==> src/rtl/core/u2u8_pkg.sv <==
// Shared types and constants for the UTF-16 to UTF-8 converter.
package u2u8_pkg;

   localparam int NAME_LIMIT  = 256;
   localparam int QUEUE_DEPTH = 2;
   localparam int QPTR_W      = $clog2(QUEUE_DEPTH);
   localparam int QCNT_W      = $clog2(QUEUE_DEPTH + 1);

   typedef enum logic [1:0] {
      ST_OK   = 2'd0,
      ST_BAD  = 2'd1,
      ST_LONG = 2'd2
   } status_type;

   typedef enum logic {
      REG_LITTLE_ENDIAN = 1'b0,
      REG_CAPACITY      = 1'b1
   } reg_index_type;

   typedef struct packed {
      logic        little_endian;
      logic [15:0] capacity;
   } cfg_type;

   // One queued word: up to four data bytes, then an optional terminator.
   typedef struct packed {
      logic [3:0][7:0] bytes;
      logic [2:0]      nbytes;
      logic            term;
      status_type      status;
      logic [7:0]      count;
   } entry_type;

endpackage

==> src/rtl/core/utf16_to_utf8_converter.sv <==
// UTF-16 to UTF-8 converter top level: configuration registers and block wiring.
//
// Input channel (req_): one 16-bit code unit per word plus last_unit on the
// final unit of a string. Bytes are swapped when little_endian is 0.
// Output channel (rsp_): one UTF-8 byte per word; a string closes with a
// terminator word (out_byte 0, end_of_string 1) carrying status and byte_count.
// last_of_run marks the final output word caused by one input word.
// Configuration: APB-style port, little_endian at 0x0, capacity at 0x4.
// Path: an accepted unit is encoded combinationally, written into the queue, then loaded into the output register.
// Throughput: the back end sends one output word per cycle unless rsp_stall holds it;
// a unit yields 1 to 5 words, and units that are dropped or held as a high surrogate yield none.
// A two-word queue lets the front accept while the back end drains.
// Reset: synchronous, clears the queue, surrogate and count state, and sets
// little_endian to 1 and capacity to 256.
// Stall: rsp_stall holds the output word; the queue fills and then req_stall
// rises until space frees.
module utf16_to_utf8_converter (
   input  logic        clock,
   input  logic        reset,
   input  logic        req_valid,
   output logic        req_stall,
   input  logic [15:0] req_code_unit,
   input  logic        req_last_unit,
   output logic        rsp_valid,
   input  logic        rsp_stall,
   output logic [7:0]  rsp_out_byte,
   output logic        rsp_end_of_string,
   output logic [1:0]  rsp_status,
   output logic [7:0]  rsp_byte_count,
   output logic        rsp_last_of_run,
   input  logic        psel,
   input  logic        penable,
   input  logic        pwrite,
   input  logic [2:0]  paddr,
   input  logic [31:0] pwdata,
   output logic [31:0] prdata,
   output logic        pready
);
   import u2u8_pkg::*;

   logic          le_ff, le_in;
   logic [15:0]   cap_ff, cap_in;
   cfg_type       cfg;
   reg_index_type reg_sel;
   logic          wr_en;

   logic      in_accept, q_push, q_pop, q_full, q_empty;
   entry_type q_entry, q_head;

   assign pready  = 1'b1;
   assign reg_sel = reg_index_type'(paddr[2]);
   assign wr_en   = psel && penable && pwrite && pready;

   always_comb begin
      le_in  = le_ff;
      cap_in = cap_ff;
      if (wr_en) begin
         unique case (reg_sel)
            REG_LITTLE_ENDIAN: le_in  = pwdata[0];
            REG_CAPACITY:      cap_in = pwdata[15:0];
            default: ;
         endcase
      end
   end

   always_comb begin
      unique case (reg_sel)
         REG_LITTLE_ENDIAN: prdata = {31'd0, le_ff};
         REG_CAPACITY:      prdata = {16'd0, cap_ff};
         default:           prdata = '0;
      endcase
   end

   always_ff @(posedge clock) begin
      if (reset) begin
         le_ff  <= 1'b1;
         cap_ff <= 16'd256;
      end else begin
         le_ff  <= le_in;
         cap_ff <= cap_in;
      end
   end

   assign cfg.little_endian = le_ff;
   assign cfg.capacity      = cap_ff;

   assign req_stall = q_full;
   assign in_accept = req_valid && !req_stall;

   u2u8_front u_front (
      .clock     (clock),
      .reset     (reset),
      .cfg       (cfg),
      .in_accept (in_accept),
      .code_unit (req_code_unit),
      .last_unit (req_last_unit),
      .q_push    (q_push),
      .q_entry   (q_entry)
   );

   u2u8_queue u_queue (
      .clock      (clock),
      .reset      (reset),
      .push       (q_push),
      .push_entry (q_entry),
      .pop        (q_pop),
      .full       (q_full),
      .empty      (q_empty),
      .head       (q_head)
   );

   u2u8_back u_back (
      .clock             (clock),
      .reset             (reset),
      .q_empty           (q_empty),
      .q_head            (q_head),
      .q_pop             (q_pop),
      .rsp_valid         (rsp_valid),
      .rsp_stall         (rsp_stall),
      .rsp_out_byte      (rsp_out_byte),
      .rsp_end_of_string (rsp_end_of_string),
      .rsp_status        (rsp_status),
      .rsp_byte_count    (rsp_byte_count),
      .rsp_last_of_run   (rsp_last_of_run)
   );

endmodule

==> src/rtl/core/u2u8_front.sv <==
// Front end: byte order, surrogate pairing, length check and UTF-8 encoding.
module u2u8_front (
   input  logic                clock,
   input  logic                reset,
   input  u2u8_pkg::cfg_type   cfg,
   input  logic                in_accept,
   input  logic [15:0]         code_unit,
   input  logic                last_unit,
   output logic                q_push,
   output u2u8_pkg::entry_type q_entry
);
   import u2u8_pkg::*;

   logic [9:0]  pend_bits_ff, pend_bits_in;
   logic        pend_ff, pend_in;
   logic [7:0]  emitted_ff, emitted_in;
   logic        discard_ff, discard_in;

   logic [15:0] unit_sw;
   logic        is_low, is_high;
   logic [20:0] cp;
   logic [2:0]  len;
   logic [15:0] limit, need;
   logic [7:0]  emitted_new;

   assign unit_sw = cfg.little_endian ? code_unit : {code_unit[7:0], code_unit[15:8]};
   assign is_low  = (unit_sw[15:10] == 6'b110111);
   assign is_high = (unit_sw[15:10] == 6'b110110);
   assign cp = pend_ff ? (21'({pend_bits_ff, unit_sw[9:0]}) + 21'h10000) : 21'(unit_sw);

   always_comb begin
      if (cp < 21'h80) begin
         len = 3'd1;
      end else if (cp < 21'h800) begin
         len = 3'd2;
      end else if (cp < 21'h10000) begin
         len = 3'd3;
      end else begin
         len = 3'd4;
      end
   end

   assign limit       = (cfg.capacity < 16'(NAME_LIMIT)) ? cfg.capacity : 16'(NAME_LIMIT);
   assign need        = 16'(emitted_ff) + 16'(len);
   assign emitted_new = emitted_ff + 8'(len);

   always_comb begin
      pend_bits_in = pend_bits_ff;
      pend_in      = pend_ff;
      emitted_in   = emitted_ff;
      discard_in   = discard_ff;
      q_push       = 1'b0;
      q_entry      = '0;
      q_entry.status = ST_OK;
      if (in_accept) begin
         if (discard_ff) begin
            if (last_unit) begin
               discard_in = 1'b0;
            end
         end else if ((cfg.capacity == 16'd0) || (pend_ff && !is_low) ||
                      (!pend_ff && is_low) || (!pend_ff && is_high && last_unit)) begin
            q_push         = 1'b1;
            q_entry.term   = 1'b1;
            q_entry.status = ST_BAD;
            q_entry.count  = emitted_ff;
            pend_in        = 1'b0;
            pend_bits_in   = '0;
            emitted_in     = '0;
            discard_in     = !last_unit;
         end else if (!pend_ff && is_high) begin
            pend_in      = 1'b1;
            pend_bits_in = unit_sw[9:0];
         end else if (need >= limit) begin
            q_push         = 1'b1;
            q_entry.term   = 1'b1;
            q_entry.status = ST_LONG;
            q_entry.count  = emitted_ff;
            pend_in        = 1'b0;
            pend_bits_in   = '0;
            emitted_in     = '0;
            discard_in     = !last_unit;
         end else begin
            q_push         = 1'b1;
            q_entry.nbytes = len;
            pend_in        = 1'b0;
            pend_bits_in   = '0;
            unique case (len)
               3'd1: q_entry.bytes[0] = cp[7:0];
               3'd2: begin
                  q_entry.bytes[0] = {3'b110, cp[10:6]};
                  q_entry.bytes[1] = {2'b10, cp[5:0]};
               end
               3'd3: begin
                  q_entry.bytes[0] = {4'b1110, cp[15:12]};
                  q_entry.bytes[1] = {2'b10, cp[11:6]};
                  q_entry.bytes[2] = {2'b10, cp[5:0]};
               end
               default: begin
                  q_entry.bytes[0] = {5'b11110, cp[20:18]};
                  q_entry.bytes[1] = {2'b10, cp[17:12]};
                  q_entry.bytes[2] = {2'b10, cp[11:6]};
                  q_entry.bytes[3] = {2'b10, cp[5:0]};
               end
            endcase
            if (last_unit) begin
               q_entry.term   = 1'b1;
               q_entry.status = ST_OK;
               q_entry.count  = emitted_new;
               emitted_in     = '0;
            end else begin
               emitted_in = emitted_new;
            end
         end
      end
   end

   always_ff @(posedge clock) begin
      if (reset) begin
         pend_bits_ff <= '0;
         pend_ff      <= 1'b0;
         emitted_ff   <= '0;
         discard_ff   <= 1'b0;
      end else begin
         pend_bits_ff <= pend_bits_in;
         pend_ff      <= pend_in;
         emitted_ff   <= emitted_in;
         discard_ff   <= discard_in;
      end
   end

   a_no_pend_while_discard: assert property (@(posedge clock) disable iff (reset)
      !(pend_ff && discard_ff)) else $error("pending surrogate while discarding");

endmodule

==> src/rtl/core/u2u8_queue.sv <==
// Short queue of encoded words between front and back end.
module u2u8_queue (
   input  logic                clock,
   input  logic                reset,
   input  logic                push,
   input  u2u8_pkg::entry_type push_entry,
   input  logic                pop,
   output logic                full,
   output logic                empty,
   output u2u8_pkg::entry_type head
);
   import u2u8_pkg::*;

   entry_type          mem_ff [QUEUE_DEPTH];
   logic [QPTR_W-1:0]  wr_ptr_ff, wr_ptr_in;
   logic [QPTR_W-1:0]  rd_ptr_ff, rd_ptr_in;
   logic [QCNT_W-1:0]  count_ff, count_in;
   logic               do_pop;

   assign full   = (count_ff == QCNT_W'(QUEUE_DEPTH));
   assign empty  = (count_ff == '0);
   assign head   = mem_ff[rd_ptr_ff];
   assign do_pop = pop && !empty;

   always_comb begin
      wr_ptr_in = wr_ptr_ff;
      rd_ptr_in = rd_ptr_ff;
      count_in  = count_ff;
      if (push) begin
         wr_ptr_in = (wr_ptr_ff == QPTR_W'(QUEUE_DEPTH - 1)) ? '0 : wr_ptr_ff + 1'b1;
      end
      if (do_pop) begin
         rd_ptr_in = (rd_ptr_ff == QPTR_W'(QUEUE_DEPTH - 1)) ? '0 : rd_ptr_ff + 1'b1;
      end
      if (push && !do_pop) begin
         count_in = count_ff + 1'b1;
      end else if (!push && do_pop) begin
         count_in = count_ff - 1'b1;
      end
   end

   always_ff @(posedge clock) begin
      if (push) begin
         mem_ff[wr_ptr_ff] <= push_entry;
      end
   end

   always_ff @(posedge clock) begin
      if (reset) begin
         wr_ptr_ff <= '0;
         rd_ptr_ff <= '0;
         count_ff  <= '0;
      end else begin
         wr_ptr_ff <= wr_ptr_in;
         rd_ptr_ff <= rd_ptr_in;
         count_ff  <= count_in;
      end
   end

   a_count_range: assert property (@(posedge clock) disable iff (reset)
      count_ff <= QCNT_W'(QUEUE_DEPTH)) else $error("queue count out of range");
   a_no_overflow: assert property (@(posedge clock) disable iff (reset)
      full |-> !push) else $error("push into full queue");
   a_no_underflow: assert property (@(posedge clock) disable iff (reset)
      empty |-> !do_pop) else $error("pop from empty queue");

endmodule

==> src/rtl/core/u2u8_back.sv <==
// Back end: steps through a queued word one byte per cycle into the output register, unless rsp_stall holds it.
module u2u8_back (
   input  logic                clock,
   input  logic                reset,
   input  logic                q_empty,
   input  u2u8_pkg::entry_type q_head,
   output logic                q_pop,
   output logic                rsp_valid,
   input  logic                rsp_stall,
   output logic [7:0]          rsp_out_byte,
   output logic                rsp_end_of_string,
   output logic [1:0]          rsp_status,
   output logic [7:0]          rsp_byte_count,
   output logic                rsp_last_of_run
);
   import u2u8_pkg::*;

   logic [2:0] idx_ff, idx_in;
   logic       valid_ff, valid_in;
   logic [7:0] byte_ff, byte_in;
   logic       eos_ff, eos_in;
   logic [1:0] status_ff, status_in;
   logic [7:0] count_ff, count_in;
   logic       lor_ff, lor_in;

   logic       advance, is_data, is_last;
   logic [2:0] total;

   assign advance = !valid_ff || !rsp_stall;
   assign total   = q_head.nbytes + 3'(q_head.term);
   assign is_data = (idx_ff < q_head.nbytes);
   assign is_last = (idx_ff == total - 3'd1);
   assign q_pop   = advance && !q_empty && is_last;

   always_comb begin
      idx_in    = idx_ff;
      valid_in  = valid_ff;
      byte_in   = byte_ff;
      eos_in    = eos_ff;
      status_in = status_ff;
      count_in  = count_ff;
      lor_in    = lor_ff;
      if (advance) begin
         valid_in = !q_empty;
         if (!q_empty) begin
            idx_in = is_last ? 3'd0 : idx_ff + 3'd1;
            lor_in = is_last;
            if (is_data) begin
               byte_in   = q_head.bytes[idx_ff[1:0]];
               eos_in    = 1'b0;
               status_in = ST_OK;
               count_in  = '0;
            end else begin
               byte_in   = '0;
               eos_in    = 1'b1;
               status_in = q_head.status;
               count_in  = q_head.count;
            end
         end
      end
   end

   always_ff @(posedge clock) begin
      if (reset) begin
         idx_ff   <= '0;
         valid_ff <= 1'b0;
      end else begin
         idx_ff   <= idx_in;
         valid_ff <= valid_in;
      end
   end

   always_ff @(posedge clock) begin
      byte_ff   <= byte_in;
      eos_ff    <= eos_in;
      status_ff <= status_in;
      count_ff  <= count_in;
      lor_ff    <= lor_in;
   end

   assign rsp_valid         = valid_ff;
   assign rsp_out_byte      = byte_ff;
   assign rsp_end_of_string = eos_ff;
   assign rsp_status        = status_ff;
   assign rsp_byte_count    = count_ff;
   assign rsp_last_of_run   = lor_ff;

   a_idx_in_word: assert property (@(posedge clock) disable iff (reset)
      !q_empty |-> (idx_ff < total)) else $error("byte index past end of word");
   a_eos_ends_run: assert property (@(posedge clock) disable iff (reset)
      (valid_ff && eos_ff) |-> lor_ff) else $error("terminator not last of run");

endmodule

==> config.mk <==
export PLATFORM = sky130hd
export DESIGN_NAME = utf16_to_utf8_converter
export DESIGN_NICKNAME = d
export VERILOG_FILES = /design/src/rtl/core/u2u8_pkg.sv /design/src/rtl/core/utf16_to_utf8_converter.sv /design/src/rtl/core/u2u8_front.sv /design/src/rtl/core/u2u8_queue.sv /design/src/rtl/core/u2u8_back.sv
export SDC_FILE = /design/constraint.sdc
export NUM_CORES = 1
export LEC_CHECK = 0
export BUFFER_PORTS_ARGS = -buffer_cell sky130_fd_sc_hd__clkbuf_2
export CELL_PAD_IN_SITES_DETAIL_PLACEMENT = 1
export CELL_PAD_IN_SITES_GLOBAL_PLACEMENT = 2
export CORE_UTILIZATION = 40
export DETAILED_ROUTE_END_ITERATION = 8
export GPL_TIMING_DRIVEN = 0
export PLACE_DENSITY_LB_ADDON = 0.1
export SLEW_MARGIN = 20
export SYNTH_ARGS = -nofsm -noshare
export SYNTH_HDL_FRONTEND = slang
export SYNTH_SLANG_ARGS = --single-unit
==> constraint.sdc <==
create_clock -name clock -period 12.9 [get_ports clock]
set_input_delay 2.58 -clock clock [delete_from_list [all_inputs] [get_ports clock]]
set_output_delay 2.58 -clock clock [all_outputs]
set_load 0.01 [all_outputs]
==> key figures <==
Logic synthesis
  – Avg Cell Area, Syn: 11.07 µm²
  – Sequential area share after synthesis: 0.5405
  – Ranking of synthesized cells by area: edfxtp_1, dfxtp_1, mux2i_1, mux4_2, nand2_1
  – EDFF count, synth: about 110
  – Share of the synthesized area in the top cell type: 0.4192
  – Synthesized cell area: 7592 µm²
  – Area leader, netlist: edfxtp_1
  – Post-synthesis cell type count: 65
  – Dominant synthesized flop cell: edfxtp_1
  – Yosys reg bits: between 150 and 200
  – Yosys warnings: 0
  – Post-synth ARST share: 0
  – Syn Inst Count: ~690

GRT
  – Initial antenna violation count: 0
  – Largest net degree at the start of global routing: 29
  – First-pass GRT wire length: about 32,000 µm
  – Number of global-route vias before repair: between 5,000 and 6,000
  – GR Overflow Total: 0
  – Overall Global Routing Usage: 0.2110

Worst setup path
  – Data required time of the critical path: 13,070 ps
  – CP Data Arrival Time: ~8400 ps
  – Crit-path max FO: 10
  – Worst setup SP type: input port
  – CP endpoint kind: flip-flop
  – Crit Path Class: in2reg

Cells and area
  – Fill count: about 2,100
  – # diodes: 0
  – Most common cell after layout, fill and taps aside: edfxtp_1
  – Fin nets: about 900
  – Share of cells above drive strength 1: 0.2040
  – Area growth from synthesis to layout: 17.96%
  – Finished Core Util: 0.4804
  – Fin cells: ~1,000
  – Multi-input logic area: 3168 µm²
  – Seq. cell area: 4104 µm²
  – Most frequent cells in the layout: edfxtp_1, clkbuf_2, nand2_1

Power
  – Reg power frac: 0.411
  – Total power: roughly 1.7 mW
  – Sw Share: 0.3236
  – Switch Pwr: roughly 0.54 mW
  – Pwr Density: around 190 nW/µm²
  – Comb pwr share: 0.294
  – Max rail drop VDD: between 0.00009 and 0.0001 V
  – Cell internal pwr: between 1 and 1.5 mW
  – Leak pwr: 3.426 nW
  – Clock share of power: 0.295

Clock tree
  – Num CTS Buffers: 17
  – CTS tree: yes
  – CTS max path bufs: 2
  – Postcts setup bufs: 0
  – Skew-Pair Late Insertion Delay: roughly 430 ps
  – CTS clk-pin slew, worst paths: 60 ps
  – Resize count post-CTS: 0
  – H-tree levels: 4
  – CTS root buffer: clkbuf_16
  – Post-CTS Hold Buffers: 0
  – Clk sink count: about 150

STA
  – Fin Setup TNS: 0 ps
  – Worst slew pin tran: slightly above 900 ps
  – Final setup viols: 0
  – Slew Viols, Final: 0
  – Relative slew margins: 0.3856
  – FMAX: about 120 MHz
  – Final Hold Viols: 0
  – Final Cycle Share: 0.6343
  – RSZ-0062 raised after global routing: false
  – Final min period: a little over 8000 ps
  – Hold_ws: 450.1 ps
  – Clock Skew: 10.99 ps

Detailed routing
  – First-pass DRT Iterations: 4
  – Final ANT Viol Nets: 0
  – Vias post-DR: roughly 5,600
  – Average wire per standard cell: about 19 µm
  – Drt initial violations: approximately 240
  – DRC: 0
  – Via-per-instance ratio: about 5.4
  – Total Routed Length: between 15,000 and 20,000 µm

Job
  – Maxcap violations: 0

Placement
  – DP Wirelength: between 10,000 and 15,000 µm
  – Placed insts: 1,012
  – Gpl congestion: just under 0.8
  – I/O Buffers: 75

Worst hold path
  – Min-delay worst type: reg2reg

Floorplan
  – DIE AREA: 19,540 µm²
  – Die W: around 140 µm
  – Ports: around 110
  – Core Footprint: 18,640 µm²
  – Die Y: ~140 µm
  – Initial Util: 0.4072
  – FP Rows: 50

Run status
  – Outcome: finished, final reports clean
==> Yosys cell counts (4+ instances only) <==
| library cell | n |
|---|---|
| a211oi_1 | 13 |
| a21oi_1 | 52 |
| o31ai_1 | 5 |
| nor3_1 | 15 |
| nand2_1 | 71 |
| buf_1 | 4 |
| buf_2 | 8 |
| or3_1 | 6 |
| inv_1 | 23 |
| a221oi_1 | 4 |
| buf_4 | 17 |
| mux2i_1 | 34 |
| dfxtp_1 | 46 |
| nand4_1 | 10 |
| and2_1 | 22 |
| ha_1 | 19 |
| nor2_1 | 63 |
| or4_1 | 6 |
| nor4_1 | 10 |
| edfxtp_1 | 106 |
| o21ai_0 | 13 |
| xnor2_1 | 13 |
| xor2_1 | 5 |
| clkbuf_1 | 27 |
| mux4_2 | 14 |
| nand3_1 | 4 |
| mux2_2 | 6 |
| a22oi_1 | 9 |
| nand2b_1 | 4 |
==> layout make-up <==
type | instances | area share
flip-flops and latches | 152 | 0.4582
multi-input cells | 465 | 0.3537
clock buffers | 18 | 0.04792
repair buffers | 77 | 0.04638
plain buffers | 58 | 0.03423
well taps | 234 | 0.03269
clock inverters | 13 | 0.01593
inverters | 26 | 0.01090
==> critical path, stage by stage <==
cell and delay, ps:
clkbuf_2 110, mux2i_1 170, o21ai_0 330, nor4_1 580, clkbuf_1 500, a21oi_1 200, ha_1 320, a21o_1 180
a21oi_1 400, nor2_1 100, xnor2_1 310, ha_1 300, a22o_1 230, o41a_1 370, or3_1 330, clkbuf_1 210
or3b_1 400, clkbuf_1 220, a221oi_1 510
==> metrics by stage <==
stage / area (µm²) / setup slack [ps]
final: 8956 / 4718
after global routing: 8956 / 4305
after CTS: 8949 / 4682
after detailed placement: 8377 / 4312
after global placement: 8317 / 4376
after floorplan: 7649 / 5419
==> cells by family (layout without fill, tap and decap cells) <==
family / after synthesis / in the layout / share of synthesized area
AO/OA/AOI/OAI: 124 / 124 / 0.1045
XOR/XNOR: 18 / 18 / 0.02076
adder cells (fa/ha/maj): 20 / 20 / 0.03395
buffers and inverters: 84 / 192 / 0.05323
flip-flops: 152 / 152 / 0.5405
multiplexers: 56 / 56 / 0.09921
other: 2 / 17 / 0.0009892
AND/OR/NAND/NOR: 230 / 230 / 0.1468
==> sequential cells by signal (all words and copies together), names as in the netlist, 2 cells and up, named ones only <==
register	count
u_front.emitted_ff	8
u_back.rsp_out_byte	8
u_back.idx_ff	3
u_queue.count_ff	2
u_front.pend_bits_ff	10
u_queue.mem_ff	86
cap_ff	16
u_back.rsp_byte_count	8
u_back.rsp_status	2
==> per-layer routing <==
layer	part of all wire	track usage	wire [µm]
met5	0	0	0
met4	0.0096	0.05784	190
met3	0.044	0.04336	878
met2	0.47	0.3439	9309
met1	0.47	0.2847	9360
==> worst paths after layout <==
check / startpoint / to / slack [ps] / cells after the start
setup / recovery: req_code_unit[10] / u_queue.mem_ff[1][2] / 4720 / 19
hold / removal: u_front.emitted_ff[7] / u_front.emitted_ff[7] / 450 / 2
setup reg to reg: u_front.pend_ff / u_queue.mem_ff[1][2] / 6190 / 19
hold reg to reg: u_front.emitted_ff[7] / u_front.emitted_ff[7] / 450 / 2
==> power by group through the flow <==
stage          Sequential [mW]  Clock [mW]  Combinational [mW]
2_1_floorplan            0.715           0               0.318
3_3_place_gp             0.701           0               0.472
3_5_place_dp             0.703           0               0.499
4_1_cts                  0.693       0.503               0.501
5_1_grt                  0.701       0.521               0.543
6_report                 0.691       0.496               0.493
Power figures use the tool's default switching activity.
